File: config.mk
export PLATFORM = sky130hd
export DESIGN_NAME = rtp_sequence_validator_core
export DESIGN_NICKNAME = d
export VERILOG_FILES = /design/src/rtl/core/rsv_pkg.sv /design/src/rtl/core/rsv_ram.sv /design/src/rtl/core/rsv_ctrl.sv /design/src/rtl/core/rsv_datapath.sv /design/src/rtl/core/rtp_sequence_validator_core.sv
export SDC_FILE = /design/constraint.sdc
export NUM_CORES = 2
export LEC_CHECK = 0
export BUFFER_PORTS_ARGS = -buffer_cell sky130_fd_sc_hd__buf_2
export CAP_MARGIN = 15
export CORE_MARGIN = 8
export CORE_UTILIZATION = 55
export DETAILED_ROUTE_END_ITERATION = 7
export PLACE_DENSITY = 0.77
export SLEW_MARGIN = 20
export SYNTH_ARGS = -nofsm -noshare
export SYNTH_HDL_FRONTEND = slang
export SYNTH_SLANG_ARGS = --single-unit
File: constraint.sdc
create_clock -name clk -period 10.07 [get_ports clk]
set_input_delay 2.014 -clock clk [delete_from_list [all_inputs] [get_ports clk]]
set_output_delay 2.014 -clock clk [all_outputs]
set_load 0.1 [all_outputs]
File: src/rtl/core/rsv_pkg.sv
// shared types and constants of the rtp sequence validator
`default_nettype none
package rsv_pkg;

  localparam int SeqW   = 16;
  localparam int SlotW  = 4;
  localparam int CfgW   = 16;
  localparam int RegIdxW = 2;

  localparam logic CMD_START  = 1'b0;
  localparam logic CMD_PACKET = 1'b1;

  localparam logic [RegIdxW-1:0] REG_DROP_LIMIT    = 2'd0;
  localparam logic [RegIdxW-1:0] REG_REORDER_LIMIT = 2'd1;
  localparam logic [RegIdxW-1:0] REG_SEQ_NEEDED    = 2'd2;

  localparam logic [15:0] DROP_LIMIT_RESET    = 16'd3000;
  localparam logic [15:0] REORDER_LIMIT_RESET = 16'd100;
  localparam logic [7:0]  SEQ_NEEDED_RESET    = 8'd2;
  localparam logic [16:0] PENDING_RESET       = 17'h10001;
  localparam logic [16:0] SEQ_SPAN            = 17'h10000;

  typedef struct packed {
    logic             command;
    logic [SlotW-1:0] slot;
    logic [SeqW-1:0]  seq;
  } in_t;

  typedef struct packed {
    logic        accepted;
    logic [31:0] extended_highest;
    logic [31:0] received_count;
    logic        in_probation;
  } out_t;

  typedef struct packed {
    logic [15:0] highest_seq;
    logic [16:0] pending_bad;
    logic [15:0] wrap_count;
    logic [31:0] packets_counted;
    logic [7:0]  probation_left;
  } entry_t;

  localparam entry_t ENTRY_RESET = '{
    highest_seq:     16'd0,
    pending_bad:     PENDING_RESET,
    wrap_count:      16'd0,
    packets_counted: 32'd0,
    probation_left:  8'd0
  };

  typedef struct packed {
    logic capture;
    logic exec;
  } ctl_t;

endpackage
`default_nettype wire

File: src/rtl/core/rsv_ram.sv
// generic single-port-write ram with registered read
`default_nettype none
module rsv_ram #(
  parameter int WIDTH = 8,
  parameter int DEPTH = 16,
  parameter int AW    = (DEPTH > 1) ? $clog2(DEPTH) : 1
) (
  input  wire logic             clk,
  input  wire logic             we,
  input  wire logic [AW-1:0]    waddr,
  input  wire logic [WIDTH-1:0] wdata,
  input  wire logic [AW-1:0]    raddr,
  output logic      [WIDTH-1:0] rdata
);

  logic [WIDTH-1:0] mem [DEPTH];

  always_ff @(posedge clk) begin
    if (we) begin
      mem[waddr] <= wdata;
    end
    rdata <= mem[raddr];
  end

endmodule
`default_nettype wire

File: src/rtl/core/rsv_ctrl.sv
// controller state machine of the rtp sequence validator
`default_nettype none
module rsv_ctrl
  import rsv_pkg::*;
(
  input  wire logic clk,
  input  wire logic rst,
  input  wire logic start,
  output logic      busy,
  output ctl_t      ctl
);

  localparam logic ST_IDLE = 1'b0;
  localparam logic ST_EXEC = 1'b1;

  logic state;
  logic state_next;

  always_comb begin
    state_next = state;
    unique case (state)
      ST_IDLE: begin
        if (start) state_next = ST_EXEC;
      end
      ST_EXEC: begin
        state_next = ST_IDLE;
      end
      default: state_next = ST_IDLE;
    endcase
  end

  always_ff @(posedge clk) begin
    if (rst) begin
      state <= ST_IDLE;
    end else begin
      state <= state_next;
    end
  end

  assign busy        = (state == ST_EXEC);
  assign ctl.capture = start && (state == ST_IDLE);
  assign ctl.exec    = (state == ST_EXEC);

endmodule
`default_nettype wire

File: src/rtl/core/rsv_datapath.sv
// slot table, config registers and validation update
`default_nettype none
module rsv_datapath
  import rsv_pkg::*;
#(
  parameter int SOURCES = 16
) (
  input  wire logic               clk,
  input  wire logic               rst,
  input  wire ctl_t               ctl,
  input  wire in_t                request,
  input  wire logic               cfg_we,
  input  wire logic [RegIdxW-1:0] cfg_index,
  input  wire logic [CfgW-1:0]    cfg_data,
  output logic                    done,
  output out_t                    response
);

  localparam int MaxSlots = 1 << SlotW;
  localparam int Depth    = (SOURCES < MaxSlots) ? SOURCES : MaxSlots;
  localparam int AW       = (Depth > 1) ? $clog2(Depth) : 1;
  localparam int EW       = $bits(entry_t);

  logic [15:0] drop_limit;
  logic [15:0] reorder_limit;
  logic [7:0]  seq_needed;

  in_t              req;
  logic             hit;
  logic             in_range;
  logic [Depth-1:0] valid;
  logic [EW-1:0]    rdata;
  logic             wr_en;
  entry_t           upd;
  logic             ok;
  entry_t           cur;

  logic [15:0] udelta;
  logic [7:0]  prob_dec;
  logic [16:0] dist_sum;

  wire logic [AW-1:0] raddr = request.slot[AW-1:0];
  wire logic [AW-1:0] waddr = req.slot[AW-1:0];

  // config registers
  always_ff @(posedge clk) begin
    if (rst) begin
      drop_limit    <= DROP_LIMIT_RESET;
      reorder_limit <= REORDER_LIMIT_RESET;
      seq_needed    <= SEQ_NEEDED_RESET;
    end else if (cfg_we) begin
      unique case (cfg_index)
        REG_DROP_LIMIT:    drop_limit    <= cfg_data;
        REG_REORDER_LIMIT: reorder_limit <= cfg_data;
        REG_SEQ_NEEDED:    seq_needed    <= cfg_data[7:0];
        default: ;
      endcase
    end
  end

  always_ff @(posedge clk) begin
    if (ctl.capture) begin
      req <= request;
      hit <= valid[raddr];
    end
  end

  rsv_ram #(.WIDTH(EW), .DEPTH(Depth)) u_table (
    .clk   (clk),
    .we    (wr_en),
    .waddr (waddr),
    .wdata (upd),
    .raddr (raddr),
    .rdata (rdata)
  );

  assign in_range = ({1'b0, req.slot} < (SlotW + 1)'(Depth));
  assign wr_en    = ctl.exec && in_range;

  always_ff @(posedge clk) begin
    if (rst) begin
      valid <= '0;
    end else if (wr_en) begin
      valid[waddr] <= 1'b1;
    end
  end

  // validation rule
  always_comb begin
    if (req.command == CMD_START) begin
      cur                 = ENTRY_RESET;
      cur.highest_seq     = req.seq - 16'd1;
      cur.probation_left  = seq_needed;
    end else if (hit) begin
      cur = entry_t'(rdata);
    end else begin
      cur = ENTRY_RESET;
    end

    udelta   = req.seq - cur.highest_seq;
    prob_dec = cur.probation_left - 8'd1;
    dist_sum = {1'b0, udelta} + {1'b0, reorder_limit};
    upd      = cur;
    ok       = 1'b0;

    if (cur.probation_left != 8'd0) begin
      upd.highest_seq = req.seq;
      if ({1'b0, req.seq} == {1'b0, cur.highest_seq} + 17'd1) begin
        upd.probation_left = prob_dec;
        if (prob_dec == 8'd0) begin
          upd.pending_bad     = PENDING_RESET;
          upd.wrap_count      = 16'd0;
          upd.packets_counted = 32'd1;
          ok                  = 1'b1;
        end
      end else begin
        upd.probation_left = seq_needed - 8'd1;
      end
    end else if (udelta < drop_limit) begin
      if (req.seq < cur.highest_seq) upd.wrap_count = cur.wrap_count + 16'd1;
      upd.highest_seq     = req.seq;
      upd.packets_counted = cur.packets_counted + 32'd1;
      ok                  = 1'b1;
    end else if (dist_sum <= SEQ_SPAN) begin
      if ({1'b0, req.seq} == cur.pending_bad) begin
        upd.highest_seq     = req.seq;
        upd.pending_bad     = PENDING_RESET;
        upd.wrap_count      = 16'd0;
        upd.packets_counted = 32'd1;
        ok                  = 1'b1;
      end else begin
        upd.pending_bad = {1'b0, req.seq + 16'd1};
      end
    end else begin
      upd.packets_counted = cur.packets_counted + 32'd1;
      ok                  = 1'b1;
    end
  end

  always_ff @(posedge clk) begin
    if (rst) begin
      done <= 1'b0;
    end else begin
      done <= ctl.exec;
    end
  end

  always_ff @(posedge clk) begin
    if (ctl.exec) begin
      if (in_range) begin
        response.accepted         <= ok;
        response.extended_highest <= {upd.wrap_count, upd.highest_seq};
        response.received_count   <= upd.packets_counted;
        response.in_probation     <= (upd.probation_left != 8'd0);
      end else begin
        response <= '0;
      end
    end
  end

endmodule
`default_nettype wire

File: src/rtl/core/rtp_sequence_validator_core.sv
// top level of the rtp sequence validator
//
//  port group                      direction  transfer condition
//  start / request                 in         start && !busy at clk edge
//  done / response                 out        done high for one cycle
//  cfg_we / cfg_index / cfg_data   in         cfg_we high at clk edge
//
//  for a request the slot entry is first read from the table ram,
//  then updated and written back while the result is registered
//  busy is high in the update cycle; a new request can start the cycle after
//  done rises in the cycle after the update and cannot be stalled
//  synchronous reset restores config defaults and marks all slots empty
`default_nettype none
module rtp_sequence_validator_core
  import rsv_pkg::*;
#(
  parameter int SOURCES = 16
) (
  input  wire logic               clk,
  input  wire logic               rst,
  input  wire logic               start,
  output logic                    busy,
  input  wire in_t                request,
  output logic                    done,
  output out_t                    response,
  input  wire logic               cfg_we,
  input  wire logic [RegIdxW-1:0] cfg_index,
  input  wire logic [CfgW-1:0]    cfg_data
);

  ctl_t ctl;

  rsv_ctrl u_ctrl (
    .clk   (clk),
    .rst   (rst),
    .start (start),
    .busy  (busy),
    .ctl   (ctl)
  );

  rsv_datapath #(.SOURCES(SOURCES)) u_datapath (
    .clk       (clk),
    .rst       (rst),
    .ctl       (ctl),
    .request   (request),
    .cfg_we    (cfg_we),
    .cfg_index (cfg_index),
    .cfg_data  (cfg_data),
    .done      (done),
    .response  (response)
  );

endmodule
`default_nettype wire
==> report_table.html <==
<table>
<tr><th>Metric</th><th>Value</th></tr>
<tr><th colspan="2">Place</th></tr>
<tr><td>Instance area at placement</td><td>69260 sq um</td></tr>
<tr><td>Final HPWL from detailed placement</td><td>88.41 mm</td></tr>
<tr><td>RD Place Congestion</td><td>0.9182</td></tr>
<tr><td>Pre-CTS setup slack</td><td>1.544 ns</td></tr>
<tr><td>PortBufs</td><td>110</td></tr>
<tr><th colspan="2">Logic synthesis</th></tr>
<tr><td>Share of the yosys chip area belonging to registers</td><td>0.7260</td></tr>
<tr><td>Post-synthesis adder-cell area fraction</td><td>0.01052</td></tr>
<tr><td>Yosys warns</td><td>0</td></tr>
<tr><td>Synthesized netlist net count</td><td>3557</td></tr>
<tr><td>Async SR Flop Fraction</td><td>0</td></tr>
<tr><td>EDFF count, synth</td><td>1512</td></tr>
<tr><td>Syn_area_per_cell</td><td>19.25 sq um</td></tr>
<tr><td>Top FF cell, synth</td><td>sky130_fd_sc_hd__edfxtp_1</td></tr>
<tr><td>Basic-gate share of the synthesized area counting and, or, nand and nor cells</td><td>0.04299</td></tr>
<tr><td>Number of register bits inferred by synthesis</td><td>1659</td></tr>
<tr><td>Synth Area in XOR/XNOR</td><td>0.009995</td></tr>
<tr><td>Total standard cell area after synthesis</td><td>66590 sq um</td></tr>
<tr><td>Post-Synthesis Cells</td><td>3460</td></tr>
<tr><td>Number of library cell types mapped by synthesis</td><td>92</td></tr>
<tr><td>Main combinational cell family by area after synthesis</td><td>multiplexers</td></tr>
<tr><td>Area fraction in compound gates after synthesis</td><td>0.03923</td></tr>
<tr><td>Portion of netlist area occupied by mux cells</td><td>0.1562</td></tr>
<tr><th colspan="2">Clock tree</th></tr>
<tr><td>Clk Latency, worst-skew pair</td><td>0.79 ns</td></tr>
<tr><td>Clock-pin slew on the worst setup and hold paths</td><td>0.06 ns</td></tr>
<tr><td>Max H-tree Level</td><td>4</td></tr>
<tr><td>Number of clock sinks seen by CTS</td><td>1659</td></tr>
<tr><td>Clock Root Buffer</td><td>sky130_fd_sc_hd__clkbuf_16</td></tr>
<tr><td>CTS Hold Buffers Added</td><td>0</td></tr>
<tr><td>Total of cells resized after clock tree synthesis</td><td>0</td></tr>
<tr><td>CTS tree</td><td>done</td></tr>
<tr><td>Buffers inserted during post-CTS setup optimization</td><td>0</td></tr>
<tr><td>Longest Clk Path Bufs</td><td>3</td></tr>
<tr><td>Inserted Clock Buffers</td><td>159</td></tr>
<tr><th colspan="2">Worst setup path</th></tr>
<tr><td>Startpoint kind of the worst setup timing path</td><td>flop</td></tr>
<tr><td>Required time of the critical path</td><td>10.45 ns</td></tr>
<tr><td>Critical Path Most Common Cell</td><td>sky130_fd_sc_hd__o21a_1</td></tr>
<tr><td>Slowest Stage Delay on Critical Path</td><td>0.91 ns</td></tr>
<tr><td>Critical path data arrival time</td><td>9.00 ns</td></tr>
<tr><td>Crit path capture type</td><td>flop</td></tr>
<tr><td>Slowest stage cell, crit path</td><td>sky130_fd_sc_hd__o21ai_1</td></tr>
<tr><td>Crit Path Category</td><td>reg -&gt; reg</td></tr>
<tr><td>CP Max Fanout</td><td>25</td></tr>
<tr><th colspan="2">Status</th></tr>
<tr><td>Run status</td><td>finished, final reports clean</td></tr>
<tr><th colspan="2">Cells and area</th></tr>
<tr><td>Final instance area</td><td>74600 sq um</td></tr>
<tr><td>Nets@finish</td><td>3736</td></tr>
<tr><td>Relative area change from synthesis to final layout</td><td>12.03%</td></tr>
<tr><td>Sequential standard cell area</td><td>48350 sq um</td></tr>
<tr><td>Diodes inserted</td><td>0</td></tr>
<tr><td>Final standard cell utilization of the core</td><td>0.6218</td></tr>
<tr><td>Filler cells</td><td>8046</td></tr>
<tr><td>Multi-input combinational cell area</td><td>17470 sq um</td></tr>
<tr><td>Fraction of final layout cells with drive strength greater than 1</td><td>0.2581</td></tr>
<tr><th colspan="2">Global route</th></tr>
<tr><td>Layer with the highest usage</td><td>met2</td></tr>
<tr><td>Wire length of the first global-routing pass</td><td>236.9 mm</td></tr>
<tr><td>Via count of the first global-routing pass</td><td>35.39k</td></tr>
<tr><td>Met1 GRT Util</td><td>0.3346</td></tr>
<tr><td>Fraction of met3 tracks used by global routing</td><td>0.04360</td></tr>
<tr><td>Antenna violations before repair</td><td>2</td></tr>
<tr><td>Overall overflow remaining after global route</td><td>0</td></tr>
<tr><td>Met2 track utilization from global routing</td><td>0.3973</td></tr>
<tr><td>Global Route Usage Sum</td><td>0.2436</td></tr>
<tr><td>Pin count of the biggest net entering global routing</td><td>124</td></tr>
<tr><th colspan="2">Worst hold path</th></tr>
<tr><td>Worst hold path type</td><td>reg -&gt; reg</td></tr>
<tr><th colspan="2">STA</th></tr>
<tr><td>Fmax</td><td>116.0 MHz</td></tr>
<tr><td>Tmin final</td><td>8.623 ns</td></tr>
<tr><td>Setup total negative slack</td><td>0 ns</td></tr>
<tr><td>Unrepaired setup endpoints after global routing</td><td>false</td></tr>
<tr><td>Post-route fraction of the period consumed by the critical path</td><td>0.8563</td></tr>
<tr><td>Number of hold violations in the final report</td><td>0</td></tr>
<tr><td>Actual transition at the worst max-transition pin</td><td>1.200 ns</td></tr>
<tr><td>Max-Slew Margin vs Limit</td><td>0.2000</td></tr>
<tr><td>Slew Limit Fails</td><td>0</td></tr>
<tr><td>Setup Viol. Count Final</td><td>0</td></tr>
<tr><td>Worst path setup slack after routing</td><td>1.447 ns</td></tr>
<tr><td>Clock skew</td><td>0.05637 ns</td></tr>
<tr><th colspan="2">Route</th></tr>
<tr><td>Pre-antenna DRT Iters</td><td>5</td></tr>
<tr><td>Vias after detailed routing</td><td>35.34k</td></tr>
<tr><td>Routed length per instance</td><td>30.16 um</td></tr>
<tr><td>Initial DRC count</td><td>4756</td></tr>
<tr><td>Routed Wire Length</td><td>162.5 mm</td></tr>
<tr><td>Antenna-violating nets left</td><td>0</td></tr>
<tr><td>Via density per instance</td><td>6.558</td></tr>
<tr><td>Number of remaining DRC errors</td><td>0</td></tr>
<tr><th colspan="2">Power and ir drop</th></tr>
<tr><td>Static leakage power</td><td>24.27 nW</td></tr>
<tr><td>Pwr/cell area</td><td>202.9 nW/um^2</td></tr>
<tr><td>Peak supply drop</td><td>0.2083 mV</td></tr>
<tr><td>Total power draw</td><td>0.01514 W</td></tr>
<tr><th colspan="2">Die</th></tr>
<tr><td>Number of primary I/O pins</td><td>111</td></tr>
<tr><td>Die ar.</td><td>132500 sq um</td></tr>
<tr><td>Area of the core region</td><td>120000 sq um</td></tr>
<tr><td>Die width</td><td>364.0 um</td></tr>
<tr><td>Row count</td><td>127</td></tr>
<tr><td>Die Span Y</td><td>364.0 um</td></tr>
<tr><td>Initial standard-cell utilization of the core</td><td>0.5551</td></tr>
<tr><th colspan="2">Flow run</th></tr>
<tr><td>Number of max-cap violations</td><td>0</td></tr>
</table>
-- per-stage QoR --
step / std cells / hold WS [ns]
after floorplan: 3460 / 0.4336
after CTS: 5384 / 0.4605
after detailed placement: 5085 / 0.4517
after global routing: 5389 / 0.4735
final: 5389 / 0.4633
after global placement: 5085 / 0.4432
-- report_power, final --
part           leakage [nW]  internal, W  switching (W)
Combinational          6.62     0.000462       0.000885
Clock                  2.56      0.00336        0.00257
Sequential             15.1      0.00775       0.000107
-- synth_stat cells (52+ instances only) --
cell type,number,area [sq um]
sky130_fd_sc_hd__edfxtp_1,1512,45400
sky130_fd_sc_hd__mux4_2,450,10130
sky130_fd_sc_hd__nand2_1,171,641.9
sky130_fd_sc_hd__nor2_1,155,581.8
sky130_fd_sc_hd__dfxtp_1,147,2943
sky130_fd_sc_hd__clkbuf_1,122,457.9
sky130_fd_sc_hd__a21oi_1,98,490.5
sky130_fd_sc_hd__nand3_1,66,330.3
sky130_fd_sc_hd__o21ai_0,62,310.3
sky130_fd_sc_hd__xnor2_1,61,534.3
sky130_fd_sc_hd__inv_1,55,206.5
sky130_fd_sc_hd__ha_1,52,650.6
-- flip-flops by register name, summed over array words and instances (netlist names) --
| name | count |
|---|---|
| u_datapath.response | 66 |
| u_datapath.hit | 1 |
| u_datapath.valid | 16 |
| u_datapath.done | 1 |
| u_ctrl.busy | 1 |
| u_datapath.drop_limit | 16 |
| u_datapath.seq_needed | 8 |
| u_datapath.u_table.mem | 1424 |
| u_datapath.waddr | 4 |
| u_datapath.u_table.rdata | 89 |
| u_datapath.reorder_limit | 16 |
| u_datapath.req | 17 |
-- placed cells by master (no fill, tap or decap), types with 8 or more instances in the layout --
cell                        count
sky130_fd_sc_hd__a211o_1       12
sky130_fd_sc_hd__a21o_1        14
sky130_fd_sc_hd__a21oi_1       93
sky130_fd_sc_hd__a22o_1        13
sky130_fd_sc_hd__a22oi_1       14
sky130_fd_sc_hd__a31oi_1       18
sky130_fd_sc_hd__and3_1        26
sky130_fd_sc_hd__buf_2        106
sky130_fd_sc_hd__buf_4         82
sky130_fd_sc_hd__bufinv_16      8
sky130_fd_sc_hd__clkbuf_1      47
sky130_fd_sc_hd__clkbuf_16    163
sky130_fd_sc_hd__clkbuf_8      20
sky130_fd_sc_hd__clkinv_1      17
sky130_fd_sc_hd__clkinv_2      27
sky130_fd_sc_hd__dfxtp_1      146
sky130_fd_sc_hd__edfxtp_1    1512
sky130_fd_sc_hd__ha_1          52
sky130_fd_sc_hd__inv_1         55
sky130_fd_sc_hd__mux2i_1       20
sky130_fd_sc_hd__mux4_2       450
sky130_fd_sc_hd__nand2_1      171
sky130_fd_sc_hd__nand2b_1      11
sky130_fd_sc_hd__nand3_1       66
sky130_fd_sc_hd__nand3b_1       8
sky130_fd_sc_hd__nand4_1       27
sky130_fd_sc_hd__nor2_1       142
sky130_fd_sc_hd__nor2_4        12
sky130_fd_sc_hd__nor2b_1       15
sky130_fd_sc_hd__nor3_1        22
sky130_fd_sc_hd__nor4_1        14
sky130_fd_sc_hd__o21a_1        18
sky130_fd_sc_hd__o21ai_0       56
sky130_fd_sc_hd__o21ai_1       12
sky130_fd_sc_hd__or3_1         13
sky130_fd_sc_hd__xnor2_1       61
sky130_fd_sc_hd__xor2_1        15
-- per-layer routing --
metal,share of wire,wire length [um]
met5,0.000080,13
met4,0.031,4994
met3,0.095,15390
met2,0.49,79820
met1,0.38,62320
-- final cells by class --
cell class	count	share of cell area
well taps	1612	0.02704
clock buffers	229	0.06054
inverters	58	0.002918
clock inverters	70	0.009711
flip-flops and latches	1659	0.6481
repair buffers	200	0.01758
multi-input cells	1561	0.2341
-- kinds of logic after synthesis --
kind of cell	Yosys count
XOR/XNOR	76
AO/OA/AOI/OAI	371
flip-flops	1659
AND/OR/NAND/NOR	583
buffers and inverters	240
multiplexers	476
adder cells (fa/ha/maj)	55
-- final timing paths --
check	endpoint	from	cells past startpoint	slack, ns
max	u_datapath.u_table.mem[0][74]	u_datapath.req[1]	28	1.45
min	u_datapath.drop_limit[2]	u_datapath.drop_limit[2]	2	0.46
min reg2reg	u_datapath.drop_limit[2]	u_datapath.drop_limit[2]	2	0.46
max reg2reg	u_datapath.u_table.mem[0][74]	u_datapath.req[1]	28	1.45
-- critical path, delay by kind of cell (launching register included) --
kind	cells	cell delay, ns
simple gates	6	1.60
fa+ha+maj	3	0.89
compound gates	15	3.87
buf+inv	2	0.61
flops	1	0.58
mux	1	0.42
xor+xnor	1	0.23
Power figures use the tool's default switching activity.
